==> config.mk <==
export PLATFORM = sky130hd
export DESIGN_NAME = bounded_deque_with_delete_by_value
export DESIGN_NICKNAME = d
export VERILOG_FILES = /design/src/rtl/bdq_pkg.sv /design/src/rtl/bounded_deque_with_delete_by_value.sv /design/src/rtl/bdq_store.sv /design/src/rtl/bdq_ctrl.sv
export SDC_FILE = /design/constraint.sdc
export NUM_CORES = 1
export LEC_CHECK = 0
export BUFFER_PORTS_ARGS = -buffer_cell sky130_fd_sc_hd__buf_2
export CAP_MARGIN = 40
export CORE_MARGIN = 1
export CORE_UTILIZATION = 35
export CTS_BUF_LIST = sky130_fd_sc_hd__clkbuf_8
export CTS_CLUSTER_SIZE = 24
export DETAILED_ROUTE_END_ITERATION = 12
export GPL_ROUTABILITY_DRIVEN = 0
export PLACE_DENSITY = 0.56
export SLEW_MARGIN = 20
export SYNTH_ARGS = -nofsm -noshare
export SYNTH_HDL_FRONTEND = slang
export SYNTH_SLANG_ARGS = --single-unit
==> constraint.sdc <==
create_clock -name clk -period 7.9 [get_ports clk]
set_input_delay 0.395 -clock clk [delete_from_list [all_inputs] [get_ports clk]]
set_output_delay 0.395 -clock clk [all_outputs]
set_load 0.005 [all_outputs]
==> src/rtl/bdq_pkg.sv <==
// shared types, constants and ring arithmetic for the bounded deque
// no dependencies; imported by bdq_store, bdq_ctrl and the top level
package bdq_pkg;

	localparam int CAPACITY    = 32;
	localparam int VALUE_WIDTH = 32;

	localparam int IDX_W       = $clog2(CAPACITY);
	localparam int CNT_W       = $clog2(CAPACITY + 1);
	localparam int SUM_W       = CNT_W + 1;
	localparam int MODE_W      = 3;
	localparam int STATUS_W    = 2;
	localparam int PORT_VAL_W  = 32;
	localparam int COUNT_OUT_W = 6;

	localparam logic [MODE_W-1:0] MODE_PUSH_FRONT = 3'd0;
	localparam logic [MODE_W-1:0] MODE_PUSH_BACK  = 3'd1;
	localparam logic [MODE_W-1:0] MODE_POP_FRONT  = 3'd2;
	localparam logic [MODE_W-1:0] MODE_POP_BACK   = 3'd3;
	localparam logic [MODE_W-1:0] MODE_DELETE     = 3'd4;
	localparam logic [MODE_W-1:0] MODE_DUMP       = 3'd5;

	localparam logic [STATUS_W-1:0] ST_OK        = 2'd0;
	localparam logic [STATUS_W-1:0] ST_EMPTY     = 2'd1;
	localparam logic [STATUS_W-1:0] ST_FULL      = 2'd2;
	localparam logic [STATUS_W-1:0] ST_NOT_FOUND = 2'd3;

	typedef logic [IDX_W-1:0]              idx_t;
	typedef logic [CNT_W-1:0]              cnt_t;
	typedef logic signed [VALUE_WIDTH-1:0] val_t;

	typedef struct packed {
		logic we;
		idx_t waddr;
		val_t wdata;
		logic re;
		idx_t raddr;
	} mem_req_t;

	typedef struct packed {
		logic                valid;
		val_t                value;
		logic [STATUS_W-1:0] status;
		logic                last;
		cnt_t                count;
	} res_t;

	function automatic idx_t ring_inc(input idx_t a);
		return (a == IDX_W'(CAPACITY - 1)) ? '0 : idx_t'(a + 1'b1);
	endfunction

	function automatic idx_t ring_dec(input idx_t a);
		return (a == '0) ? IDX_W'(CAPACITY - 1) : idx_t'(a - 1'b1);
	endfunction

	// a < CAPACITY and b <= CAPACITY, so one conditional subtract wraps it
	function automatic idx_t ring_add(input idx_t a, input cnt_t b);
		logic [SUM_W-1:0] sum;
		sum = SUM_W'(a) + SUM_W'(b);
		if (sum >= SUM_W'(CAPACITY)) begin
			sum = sum - SUM_W'(CAPACITY);
		end
		return IDX_W'(sum);
	endfunction

endpackage

==> src/rtl/bounded_deque_with_delete_by_value.sv <==
// Bounded deque of up to CAPACITY signed entries with push/pop at both ends,
// delete of the first entry equal to a value, and a front-to-back dump. One
// operation is taken at a time; in_stall is high from acceptance until its
// last result beat has been loaded into the output register. For delete-by-value
// the ring store is read one entry per cycle to search, and once the value is hit
// each later entry is written back one slot forward as the same walk goes on.
// A dump gives one beat per entry, slowed only by out_stall.
// The store needs no clearing pass after reset; only written slots are ever read.
// depends on bdq_pkg, bdq_store, bdq_ctrl
module bounded_deque_with_delete_by_value (
	input  logic                                       clk,
	input  logic                                       arst_n,
	input  logic                                       in_valid,
	output logic                                       in_stall,
	input  logic [bdq_pkg::MODE_W-1:0]                 mode,
	input  logic signed [bdq_pkg::PORT_VAL_W-1:0]      value,
	output logic                                       out_valid,
	input  logic                                       out_stall,
	output logic signed [bdq_pkg::PORT_VAL_W-1:0]      value_out,
	output logic [bdq_pkg::STATUS_W-1:0]               status,
	output logic                                       last,
	output logic [bdq_pkg::COUNT_OUT_W-1:0]            count_out
);
	import bdq_pkg::*;

	mem_req_t            mem_req;
	val_t                rd_data;
	res_t                res;
	logic                out_free;
	logic                out_valid_q;
	val_t                out_value_q;
	logic [STATUS_W-1:0] out_status_q;
	logic                out_last_q;
	cnt_t                out_count_q;

	bdq_store u_store (
		.clk     (clk),
		.mem_req (mem_req),
		.rd_data (rd_data)
	);

	bdq_ctrl u_ctrl (
		.clk      (clk),
		.arst_n   (arst_n),
		.in_valid (in_valid),
		.in_stall (in_stall),
		.mode     (mode),
		.value    (value),
		.out_free (out_free),
		.mem_req  (mem_req),
		.rd_data  (rd_data),
		.res      (res)
	);

	// output register parts the sequencer from the downstream stall
	assign out_free = !out_valid_q || !out_stall;

	always_ff @(posedge clk or negedge arst_n) begin
		if (!arst_n) begin
			out_valid_q <= 1'b0;
		end else if (res.valid) begin
			out_valid_q <= 1'b1;
		end else if (!out_stall) begin
			out_valid_q <= 1'b0;
		end
	end

	always_ff @(posedge clk) begin
		if (res.valid) begin
			out_value_q  <= res.value;
			out_status_q <= res.status;
			out_last_q   <= res.last;
			out_count_q  <= res.count;
		end
	end

	assign out_valid = out_valid_q;
	assign value_out = PORT_VAL_W'(out_value_q);
	assign status    = out_status_q;
	assign last      = out_last_q;
	assign count_out = COUNT_OUT_W'(out_count_q);

endmodule

==> src/rtl/bdq_store.sv <==
// ring store of deque entries: one write port, one registered read port
// depends on bdq_pkg
module bdq_store (
	input  logic               clk,
	input  bdq_pkg::mem_req_t  mem_req,
	output bdq_pkg::val_t      rd_data
);
	import bdq_pkg::*;

	val_t mem_q [CAPACITY];
	val_t rd_data_q;

	// read data holds while no read is issued, so a stalled dump keeps its entry
	always_ff @(posedge clk) begin
		if (mem_req.we) begin
			mem_q[mem_req.waddr] <= mem_req.wdata;
		end
		if (mem_req.re) begin
			rd_data_q <= mem_q[mem_req.raddr];
		end
	end

	assign rd_data = rd_data_q;

endmodule

==> src/rtl/bdq_ctrl.sv <==
// operation sequencer: front/count pointers, scan/shift/dump walks, one compare unit
// depends on bdq_pkg; drives bdq_store through a mem_req_t
module bdq_ctrl (
	input  logic                              clk,
	input  logic                              arst_n,
	input  logic                              in_valid,
	output logic                              in_stall,
	input  logic [bdq_pkg::MODE_W-1:0]        mode,
	input  logic signed [bdq_pkg::PORT_VAL_W-1:0] value,
	input  logic                              out_free,
	output bdq_pkg::mem_req_t                 mem_req,
	input  bdq_pkg::val_t                     rd_data,
	output bdq_pkg::res_t                     res
);
	import bdq_pkg::*;

	localparam logic [2:0] S_IDLE  = 3'd0;
	localparam logic [2:0] S_EXEC  = 3'd1;
	localparam logic [2:0] S_POPW  = 3'd2;
	localparam logic [2:0] S_SCAN  = 3'd3;
	localparam logic [2:0] S_SHIFT = 3'd4;
	localparam logic [2:0] S_DUMP  = 3'd5;
	localparam logic [2:0] S_EMIT  = 3'd6;

	logic [2:0]          state_q, state_d;
	logic [MODE_W-1:0]   mode_q, mode_d;
	val_t                value_q, value_d;
	idx_t                front_q, front_d;
	cnt_t                count_q, count_d;
	idx_t                rd_slot_q, rd_slot_d;
	idx_t                wr_slot_q, wr_slot_d;
	cnt_t                left_q, left_d;
	val_t                res_val_q, res_val_d;
	logic [STATUS_W-1:0] res_status_q, res_status_d;

	logic accept;
	logic empty;
	logic full;
	logic match;
	idx_t tail_slot;
	idx_t nxt_slot;

	assign in_stall = (state_q != S_IDLE);
	assign accept   = in_valid && !in_stall;
	assign empty    = (count_q == '0);
	assign full     = (count_q == CNT_W'(CAPACITY));
	assign match    = (rd_data == value_q);
	assign nxt_slot = ring_inc(rd_slot_q);
	// pop back needs the last entry, push back the slot after it
	assign tail_slot = ring_add(front_q,
		(mode_q == MODE_POP_BACK) ? cnt_t'(count_q - 1'b1) : count_q);

	always_comb begin
		state_d      = state_q;
		mode_d       = mode_q;
		value_d      = value_q;
		front_d      = front_q;
		count_d      = count_q;
		rd_slot_d    = rd_slot_q;
		wr_slot_d    = wr_slot_q;
		left_d       = left_q;
		res_val_d    = res_val_q;
		res_status_d = res_status_q;
		mem_req      = '0;
		res          = '0;

		unique case (state_q)
			S_IDLE: begin
				if (in_valid) begin
					mode_d  = mode;
					value_d = VALUE_WIDTH'(value);
					state_d = S_EXEC;
				end
			end
			S_EXEC: begin
				res_val_d    = '0;
				res_status_d = ST_OK;
				state_d      = S_EMIT;
				unique case (mode_q)
					MODE_PUSH_FRONT, MODE_PUSH_BACK: begin
						if (full) begin
							res_status_d = ST_FULL;
						end else begin
							mem_req.we    = 1'b1;
							mem_req.wdata = value_q;
							if (mode_q == MODE_PUSH_FRONT) begin
								mem_req.waddr = ring_dec(front_q);
								front_d       = ring_dec(front_q);
							end else begin
								mem_req.waddr = tail_slot;
							end
							count_d = cnt_t'(count_q + 1'b1);
						end
					end
					MODE_POP_FRONT, MODE_POP_BACK: begin
						if (empty) begin
							res_status_d = ST_EMPTY;
						end else begin
							mem_req.re    = 1'b1;
							mem_req.raddr = (mode_q == MODE_POP_FRONT) ? front_q : tail_slot;
							state_d       = S_POPW;
						end
					end
					MODE_DELETE, MODE_DUMP: begin
						if (empty) begin
							res_status_d = ST_EMPTY;
						end else begin
							mem_req.re    = 1'b1;
							mem_req.raddr = front_q;
							rd_slot_d     = front_q;
							left_d        = cnt_t'(count_q - 1'b1);
							state_d       = (mode_q == MODE_DELETE) ? S_SCAN : S_DUMP;
						end
					end
					default: begin
						res_status_d = ST_OK;
					end
				endcase
			end
			S_POPW: begin
				res_val_d = rd_data;
				count_d   = cnt_t'(count_q - 1'b1);
				if (mode_q == MODE_POP_FRONT) begin
					front_d = ring_inc(front_q);
				end
				state_d = S_EMIT;
			end
			S_SCAN: begin
				if (match) begin
					res_val_d = rd_data;
					wr_slot_d = rd_slot_q;
					if (left_q == '0) begin
						count_d = cnt_t'(count_q - 1'b1);
						state_d = S_EMIT;
					end else begin
						mem_req.re    = 1'b1;
						mem_req.raddr = nxt_slot;
						rd_slot_d     = nxt_slot;
						left_d        = cnt_t'(left_q - 1'b1);
						state_d       = S_SHIFT;
					end
				end else if (left_q == '0) begin
					res_val_d    = '0;
					res_status_d = ST_NOT_FOUND;
					state_d      = S_EMIT;
				end else begin
					mem_req.re    = 1'b1;
					mem_req.raddr = nxt_slot;
					rd_slot_d     = nxt_slot;
					left_d        = cnt_t'(left_q - 1'b1);
				end
			end
			S_SHIFT: begin
				// close the gap: each entry behind the hit moves one slot forward
				mem_req.we    = 1'b1;
				mem_req.waddr = wr_slot_q;
				mem_req.wdata = rd_data;
				wr_slot_d     = rd_slot_q;
				if (left_q == '0) begin
					count_d = cnt_t'(count_q - 1'b1);
					state_d = S_EMIT;
				end else begin
					mem_req.re    = 1'b1;
					mem_req.raddr = nxt_slot;
					rd_slot_d     = nxt_slot;
					left_d        = cnt_t'(left_q - 1'b1);
				end
			end
			S_DUMP: begin
				if (out_free) begin
					res.valid  = 1'b1;
					res.value  = rd_data;
					res.status = ST_OK;
					res.last   = (left_q == '0);
					res.count  = count_q;
					if (left_q == '0) begin
						state_d = S_IDLE;
					end else begin
						mem_req.re    = 1'b1;
						mem_req.raddr = nxt_slot;
						rd_slot_d     = nxt_slot;
						left_d        = cnt_t'(left_q - 1'b1);
					end
				end
			end
			S_EMIT: begin
				if (out_free) begin
					res.valid  = 1'b1;
					res.value  = res_val_q;
					res.status = res_status_q;
					res.last   = 1'b1;
					res.count  = count_q;
					state_d    = S_IDLE;
				end
			end
			default: begin
				state_d = S_IDLE;
			end
		endcase
	end

	always_ff @(posedge clk or negedge arst_n) begin
		if (!arst_n) begin
			state_q <= S_IDLE;
			front_q <= '0;
			count_q <= '0;
		end else begin
			state_q <= state_d;
			front_q <= front_d;
			count_q <= count_d;
		end
	end

	always_ff @(posedge clk) begin
		mode_q       <= mode_d;
		value_q      <= value_d;
		rd_slot_q    <= rd_slot_d;
		wr_slot_q    <= wr_slot_d;
		left_q       <= left_d;
		res_val_q    <= res_val_d;
		res_status_q <= res_status_d;
	end

	a_count_bound: assert property (@(posedge clk) disable iff (!arst_n)
		count_q <= CNT_W'(CAPACITY))
		else $error("entry count above capacity");

	a_emit_free: assert property (@(posedge clk) disable iff (!arst_n)
		res.valid |-> out_free)
		else $error("result beat issued while output register busy");

	a_idle_no_write: assert property (@(posedge clk) disable iff (!arst_n)
		(state_q == S_IDLE) |-> !mem_req.we)
		else $error("store written while idle");

	a_accept_exec: assert property (@(posedge clk) disable iff (!arst_n)
		accept |=> (state_q == S_EXEC))
		else $error("accepted beat not executed");

	a_push_grows: assert property (@(posedge clk) disable iff (!arst_n)
		(state_q == S_EXEC && mem_req.we) |=> (count_q == cnt_t'($past(count_q) + 1'b1)))
		else $error("push did not grow the count");

endmodule
# ---- Word-level counts from Yosys, hierarchy flattened
# Memories as Yosys holds them, arrays and structs flattened. A register that Yosys moved wholly into a read port is not among the register bits.
# Index checks and enable logic that the tools add are counted.
dict set report classes {
  n_addsub 8
  n_lt_le_gt_ge 1
  n_eq_ne 30
  muxes 66
  reduce_logical 28
}
# cell n
set ops {}
lappend ops {{$pmux W32 S3} 1}
lappend ops {{$mux W42} 2}
lappend ops {{$pmux W42 S2} 1}
lappend ops {{$mux W6} 13}
lappend ops {{$mux W38} 2}
lappend ops {{$pmux W38 S2} 1}
lappend ops {{$mux W5} 15}
lappend ops {{$mux W32} 2}
lappend ops {{$pmux W6 S3} 2}
lappend ops {{$eq A32 B32 Y1} 1}
lappend ops {{$mux W3} 9}
lappend ops {{$pmux W6 S4} 1}
lappend ops {{$pmux W3 S7} 1}
lappend ops {{$pmux W5 S2} 2}
lappend ops {{$ne A2 B2 Y1 const B} 8}
lappend ops {{$eq A3 B3 Y1 const B} 5}
lappend ops {{$pmux W5 S3} 1}
lappend ops {{$eq A3 B2 Y1 const B} 4}
lappend ops {{$logic_not A6 Y1} 2}
lappend ops {{$ne A2 B1 Y1 const B} 6}
lappend ops {{$pmux W6 S2} 1}
lappend ops {{$reduce_and A4 Y1} 3}
lappend ops {{$sub A6 B1 Y6 const B} 2}
lappend ops {{$add A5 B1 Y5 const B} 2}
lappend ops {{24 further kinds} 46}
dict set report word_totals {
  register_bits 141
  ramBits 1024
  output_inout_bits 43
  mem_count 1
}
# name words width read_ports rd_clocked_by_memory_dff wr line
set memory_table {}
lappend memory_table {u_store.mem_q 32 32 1 1 1 bdq_store.sv:10} ;# val_t mem_q [CAPACITY];

# ---- Depth between registers and ports, before layout
# Gate-level depths: netlist of run 1.
dict set report logic_depth {
  depth_word 11
  mapped_depth 15
  mapped_depth_nobuf 13
}

# ---- Cells and area by module
# From an unflattened synthesis of run 1, not the netlist that was laid out.
dict set report hier_totals {
  hier_cells 2832
  area_unflattened_um2 48007.3
}
# module n_inst cells_each area_per_inst_um2 seq_area_each_um2
set by_module_without_submodules {}
lappend by_module_without_submodules {bdq_store 1 2260 40812.9 31710.4}
lappend by_module_without_submodules {bdq_ctrl 1 528 5926.9 2902.8}
lappend by_module_without_submodules {bounded_deque_with_delete_by_value 1 44 1267.5 1256.2}

# ---- Least setup slack after synthesis of run 1
# OpenSTA, ideal clock, no wires.
dict set report synth_timing {
  path_kind {register -> register}
  start {register u_ctrl.mode_q[2]}
  end {memory u_store.mem_q[0][0] in the netlist's numbering (enable)}
  t_arrival_ns 4.295
  setup_slack_ns 3.184
  stages_incl_launch_ff 13
  period_less_slack_ns 4.716
  cell_sequence {edfxtp_1 -> nand3b_1 -> xnor2_1 -> ha_1 -> fa_1 -> a21o_1 -> a21oi_1 -> xnor3_1 -> o21ai_0 -> xnor2_1 -> a22oi_1 -> nand2_1 -> nor2_1}
}
dict set report synth_via {
  elab_chain_len 9
}
# element line
set synth_lines {}
lappend synth_lines {{start, declared} bdq_ctrl.sv:26} ;# logic [MODE_W-1:0] mode_q, mode_d;
lappend synth_lines {{start signal, assigned} bdq_ctrl.sv:215} ;# mode_q <= mode_d;
lappend synth_lines {{$eq A3 B2 Y1} bdq_ctrl.sv:51} ;# (mode_q == MODE_POP_BACK) ? cnt_t'(count_q - 1'b1) : count_q);
lappend synth_lines {{$mux W6} bdq_ctrl.sv:51}
lappend synth_lines {{$add A5 B6 Y7} bdq_pkg.sv:59} ;# sum = SUM_W'(a) + SUM_W'(b);
lappend synth_lines {{$ge A7 B6 Y1 / $sub A5 B1 Y5 (equally long branches)} {bdq_pkg.sv:60, bdq_pkg.sv:61}}
lappend synth_lines {{$mux W5} bdq_pkg.sv:60} ;# if (sum >= SUM_W'(CAPACITY)) begin
lappend synth_lines {{$mux W5} bdq_ctrl.sv:86} ;# if (mode_q == MODE_PUSH_FRONT) begin
lappend synth_lines {{$mux W38} bdq_ctrl.sv:81} ;# if (full) begin
lappend synth_lines {{$mux W38 (*)} bdq_ctrl.sv:79} ;# unique case (mode_q)
lappend synth_lines {{$pmux W38 S2 (*)} bdq_ctrl.sv:67} ;# unique case (state_q)
lappend synth_lines {{end, declared} bdq_store.sv:10}
# Every way passes the cells marked *; elsewhere a longest branch is shown, timed or not.

# ---- Final worst setup path of run 1
dict set report layout_timing {
  start {register u_ctrl.mode_q[2]}
  end {memory u_store.mem_q[15][0] in the netlist's numbering (enable)}
}
# The elaborated chain is that of the path after synthesis.

==> results of run 1 <==
final cells by class:
class	instances	area share, %
Clock buffer	193	4.79
Multi-Input combinational cell	1893	20.9
Antenna cell	6	0.0271
Sequential cell	1197	64.7
Timing Repair Buffer	240	4.27
Inverter	14	0.0947
Tap cell	1781	4.02
Clock inverter	140	1.22
critical path, delay by kind of cell, from the launching register on:
family                     cells  cell delay, ns
and+or+nand+nor                3            1.57
AOI/OAI and AO/OA              4            1.57
adders and majority gates      2            0.66
xor gates and xnor gates       3            0.62
DFF                            1            0.47
buffers and inverters          1            0.24
worst paths after layout:
kind | slack [ns] | endpoint | from | cells past startpoint
max | 2.46 | u_store.mem_q[15][0] | u_ctrl.mode_q[2] | 13
min in group asynchronous | 0.43 | out_valid | arst_n | 3
max reg2reg | 2.46 | u_store.mem_q[15][0] | u_ctrl.mode_q[2] | 13
min reg2reg | 0.49 | u_ctrl.wr_slot_q[4] | u_ctrl.rd_slot_q[4] | 0
min | 0.24 | u_ctrl.value_q[23] | value[23] | 2
max in group asynchronous | 7.12 | u_ctrl.front_q[2] | arst_n | 4
logic make-up after synthesis:
kind of cell | synth area share [%]
xor+xnor | 1.07
mux | 1.64
compound gates | 8.47
buf+inv | 2.22
flops | 74.5
simple gates | 11.6
fa+ha+maj | 0.484
state kept, by name, summed over array words and instances (netlist names), 2 cells and up:
signal,flops
u_ctrl.count_q,6
u_store.rd_data,32
value_out,32
count_out,6
u_ctrl.mode_q,3
u_ctrl.rd_slot_q,5
u_ctrl.res_val_q,32
u_ctrl.wr_slot_q,5
status,2
u_ctrl.state_q,3
u_store.mem_q,1024
u_ctrl.front_q,5
u_ctrl.value_q,32
u_ctrl.left_q,6
u_ctrl.res_status_q,2
per-stage QoR:
stage | hold slack [ns] | cell area (sq um) | worst slack (ns) | utilization (%)
after floorplan | 0.0994 | 48100 | 3.18 | -
after global placement | 0.346 | 50800 | 2.35 | 37.4
after detailed placement | 0.347 | 51600 | 2.48 | 38.0
after CTS | 0.153 | 55300 | 2.46 | 40.7
after global routing | 0.196 | 55500 | 2.21 | 40.8
final | 0.237 | 55500 | 2.46 | 40.8
power breakdown:
group | switching, mW | internal (mW)
registers | 0.514 | 8.64
clock network | 2.44 | 2.33
logic | 6.50 | 2.60
total | 9.45 | 13.6
metal layers:
| layer | vias up | wire, microns |
|---|---|---|
| met5 | - | 0 |
| met4 | 0 | 2140 |
| met3 | 147 | 9860 |
| met2 | 1192 | 58400 |
| met1 | 15119 | 64600 |
| li1 | 13296 | - |
synthesized netlist by cell type, types with 8 or more instances:
master    count  area, sq um
a22oi_1      36          270
o21ai_0      52          260
a311oi_1     62          543
nor3_1        9         45.0
a211oi_1    126          946
a22o_1       67          587
and2_1       45          282
inv_1        14         52.6
nand2_1     684         2570
a21oi_1      11         55.1
a32oi_1      65          569
nand3_1     141          706
a31oi_1      63          394
xnor2_1      48          420
clkbuf_1    144          541
ha_1         17          213
nor2_1       58          218
dfrtp_1      15          375
mux2i_1      72          721
edfxtp_1   1182        35500
xor2_1        8         70.1
nand4_1     107          669
buf_2        67          335
buf_4        15          113
and3_1      134          838
==> results.md, run 1 <==
* # setup viols final at 0
* Total gr overflow at 0
* Final hold vios at 0
* DRT Pass-1 Iters at 7
* Clock latency on the worst-skew pair at 0.89 ns
* Register bit total from synthesis at 1197
* Commonest non-fill, non-tap cells in the layout: 1182 x edfxtp_1, 682 x nand2_1, 193 x clkbuf_8, 140 x nand3_1, 133 x and3_1
* Via-per-instance ratio at 5.45
* Sequential Area at 35900 sq um
* Routed vias at 29754
* Placed instance count at 5079
* Postcts setup bufs at 0
* Multi-input logic area at between 10000 and 15000 sq um
* Final Net Count at ~3600
* Vias in the first global route at ~28000
* Detailed placement HPWL at 83200 microns
* GR Util met1 at about 30%
* Post-synthesis sequential area ratio at 74.5%
* RSZ-0062 raised after global routing: no
* Post-synthesis cell type count at 74
* H-tree levels at 4
* Max Clk Rate at between 150 and 200 MHz
* Synth Flop Type: edfxtp_1
* Area growth syn-to-layout at 15.3%
* Initial core utilization at around 35%
* Pwr Total at 23.0 mW
* Synth Net Count at 3392
* Period utilization at 68.9%
* GRT busiest layer: met1
* Tightest Hold Check Type: in -> reg
* Worst-path cell chain: nand3b_1 -> xnor2_1 -> ha_1 -> fa_1 -> a21o_1 -> a21oi_1 -> xnor3_1 -> o21ai_0 -> xnor2_1 -> a22oi_1 -> nand2_1 -> nor2_4 -> buf_16
* Initial antenna violation count at 4
* Final std cells w/o fill at 5464
* Critical Path Slowest Stage Cell: a22oi_1
* Status: finished, final reports clean
* GRT Overall Usage at 19.0%
* YS warnings at 0
* Crit path time final at 5.44 ns
* Worst Skew at around 0.044 ns
* Syn Inst Count at 3335
* Post-synth EDFFs at 1182
* Die boundary width at around 370 microns
* CP Launch Type: flop
* CTS tree: built
* Die Height at 373 microns
* Pwr Density at 415 nW/um^2
* Total clock sinks at approximately 1200
* Root buffer cell: clkbuf_8
* Most frequent CP cell: xnor2_1
* Largest net degree at the start of global routing at 128
* Post-route DRC violation count at 0
* Row cnt at around 140
* Post-CTS resize count at 0
* Share of layout cells above drive strength 1 at 14.0%
* Pins over their slew limit at 0
* Count of maximum capacitance violations at 0
* # fillers at 12435
* IO Pins at 82
* Post-CTS Hold Buffers at 39
* DRT Wirelength at 135000 microns
* First-pass GRT wire length at just under 200000 microns
* Worst Setup End Kind: flop
* Post-Syn Area per Cell at ~14 sq um
* Met2 Resource Use GR at between 20% and 30%
* Final ANT Viol Nets at 0
* Detailed Route Iter0 Violations at ~3400
* Async set-reset flop share out of synthesis at between 1 and 1.5%
* Clock Tree Buf Depth at 3
* Die Area at roughly 140000 sq um
* CP peak stage delay at 0.82 ns
* Worst-path clk slew at 0.06 ns
* VDD IR max at 0.295 mV
* P_leak at approximately 19 nW
* Critical Path RT at approximately 8.5 ns
* Setup_tns at 0 ns
* Setup CP Type: reg -> reg
* Relative slew slack at 29.3%
* Met3 Resource Use GR at 3.17%
* Drt wl/cell at roughly 25 microns
* CTS Buf Count at 189
* IO Port Bufs at 81
* Crit path max fanout at 18
* Most common cell after layout, fill and taps aside: edfxtp_1
* Core area at between 100000 and 150000 sq um
* Crit path DAT at 6.01 ns
* Worst-margin pin slew at about 1.1 ns
* Synthesized area at 48100 sq um
Note: power is estimated with default switching activity, not from simulation.
==> run 2, diff against run 1 <==
- PLACE_DENSITY: 0.56 -> 0.58
- clock period: 7.9 -> 4.89 ns (I/O delays scaled with it)
==> results.md, run 2 (synthesized netlist as in run 1, its figures left out) <==
* Crit path DAT at 5.11 ns
* Worst-margin pin slew at around 0.9 ns
* Final ANT Viol Nets at 0
* Worst hold start: value[26]
* Status: finished, final reports clean
* IO Port Bufs at 81
* Max Clk Rate at 220 MHz
* Initial core utilization at 35.4%
* CTS tree: built
* First-pass GRT wire length at slightly below 200000 microns
* Detailed Route Iter0 Violations at 3094
* Die Height at 373 microns
* Drt wl/cell at roughly 25 microns
* Initial antenna violation count at 3
* Largest net degree at the start of global routing at 116
* Critical Path RT at 5.45 ns
* Area growth syn-to-layout at 16.8%
* Routed vias at 30341
* R2r startpoint: u_ctrl.mode_q[2]
* RSZ-0062 raised after global routing: no
* Setup CP Type: reg -> reg
* Row cnt at between 100 and 150
* Die Area at around 140000 sq um
* R2r endpoint: u_store.rd_data[29]
* Final Net Count at 3669
* H-tree levels at 4
* Final hold vios at 0
* Crit path time final at 4.55 ns
* Detailed placement HPWL at 86100 microns
* Clock latency on the worst-skew pair at 0.87 ns
* Worst-path clk slew at 0.06 ns
* Placed instance count at 5151
* Via-per-instance ratio at 5.48
* CTS Buf Count at 195
* Share of layout cells above drive strength 1 at about 16%
* Post-route DRC violation count at 0
* Clock Tree Buf Depth at 3
* DRT Pass-1 Iters at 5
* CP Launch Type: flop
* Period utilization at 93.1%
* Worst R2R Setup Slack at about 0.34 ns
* Total gr overflow at 0
* VDD IR max at 0.464 mV
* Count of maximum capacitance violations at 0
* # setup viols final at 0
* GRT Overall Usage at about a fifth
* Biggest register: u_store.mem_q
* DRT Wirelength at 136000 microns
* Crit path max fanout at 17
* Vias in the first global route at 28926
* Pins over their slew limit at 0
* Worst Setup End Kind: flop
* Total clock sinks at around 1200
* Worst Skew at 0.0670 ns
* Tightest Hold Check Type: in -> reg
* # fillers at 12239
* Hold path endpoint: u_ctrl.value_q[26]
* Die boundary width at 373 microns
* Reg2Reg Depth at 14
* Relative slew slack at 39.8%
* Final std cells w/o fill at 5539
* WHS Path Cells at 2
* Core area at around 140000 sq um
* Max reg flops at 1024
* Commonest non-fill, non-tap cells in the layout: 1182 x edfxtp_1, 682 x nand2_1, 197 x clkbuf_8, 140 x nand3_1, 133 x and3_1
* Most common cell after layout, fill and taps aside: edfxtp_1
* IO Pins at 82
* Setup_tns at 0 ns
* Root buffer cell: clkbuf_8
* P_leak at 19.3 nW
* Pwr Density at 676 nW/um^2
run 2: cell types whose count changed in the layout (fill, tap and decap cells not counted), sizes merged:
cell,delta
buf,+71
bufinv,+1
diode,-5
clkbuf,+4
clkinv,+2
inv,+4
clkinvlp,-2
run 2: worst max-delay path by stage:
stage / startpoint / endpoint / slack, ns / cells past startpoint
floorplan: u_ctrl.mode_q[2] / u_store.mem_q[0][0] / 0.17 / 12
global placement: u_ctrl.mode_q[2] / u_store.mem_q[25][29] / 0.43 / 13
detailed placement: u_ctrl.mode_q[2] / u_store.rd_data[29] / 0.39 / 14
CTS: u_ctrl.mode_q[2] / u_store.rd_data[29] / 0.39 / 14
global route: u_ctrl.mode_q[2] / u_store.mem_q[25][20] / 0.12 / 13
finish: u_ctrl.mode_q[2] / u_store.rd_data[29] / 0.34 / 14
run 2: where the power goes:
part | switching [mW] | total [mW] | internal [mW]
Clock | 3.91 | 7.81 | 3.90
Sequential | 0.832 | 14.8 | 14.0
Combinational | 10.6 | 15.4 | 4.74
Total | 15.4 | 38.0 | 22.6
run 2: stage by stage:
step           total power, mW  hold WS [ns]  area [sq um]  worst slack [ns]  util (%)
5_1_grt                   39.6        0.0625         56200             0.124      41.3
4_1_cts                   37.9        0.0258         56100             0.386      41.2
3_5_place_dp              30.0         0.194         52200             0.386      38.4
3_3_place_gp              29.9         0.192         52200             0.427      38.4
2_1_floorplan             23.0       -0.0511         48100             0.174         -
6_report                  38.0         0.112         56200             0.338      41.3
run 2: final cells by class:
class                      instances  area, sq um  area share (%)
clock buffer                     197         2710            4.82
inverter                          14         52.6          0.0935
antenna                            1         2.50         0.00445
tap                             1781         2230            3.96
sequential                      1197        35900            63.8
timing repair buffer             311         3000            5.34
clock inverter                   145          731            1.30
multi-input combinational       1893        11600            20.7
run 2: worst max-delay path: stages, from the launching register on:
cell	delay, ns
edfxtp_1	0.48
nand3b_1	0.32
xnor2_1	0.20
ha_1	0.22
fa_1	0.43
a21o_1	0.19
a21oi_1	0.35
nor3_1	0.10
mux2_2	0.29
o31ai_2	0.66
a211oi_4	0.19
buf_4	0.24
buf_4	0.23
a22oi_1	0.21
nand4_1	0.13
run 2: per-layer routing:
layer | wire length [microns] | vias up | share of wire, % | GRT usage, %
met5 | 0 | - | 0 | 0
li1 | - | 13454 | - | -
met2 | 60800 | 1373 | 45 | 28.8
met1 | 61400 | 15343 | 45 | 28.4
met4 | 2420 | 0 | 1.8 | 4.98
met3 | 11400 | 171 | 8.4 | 3.47
run 2: what timing repair did:
action / 4_1_cts / 5_1_grt
endpoints found under the hold margin: 67 / 0
setup buffers: 0 / 0
hold buffers: 39 / 0
gates resized for setup: 0 / 0
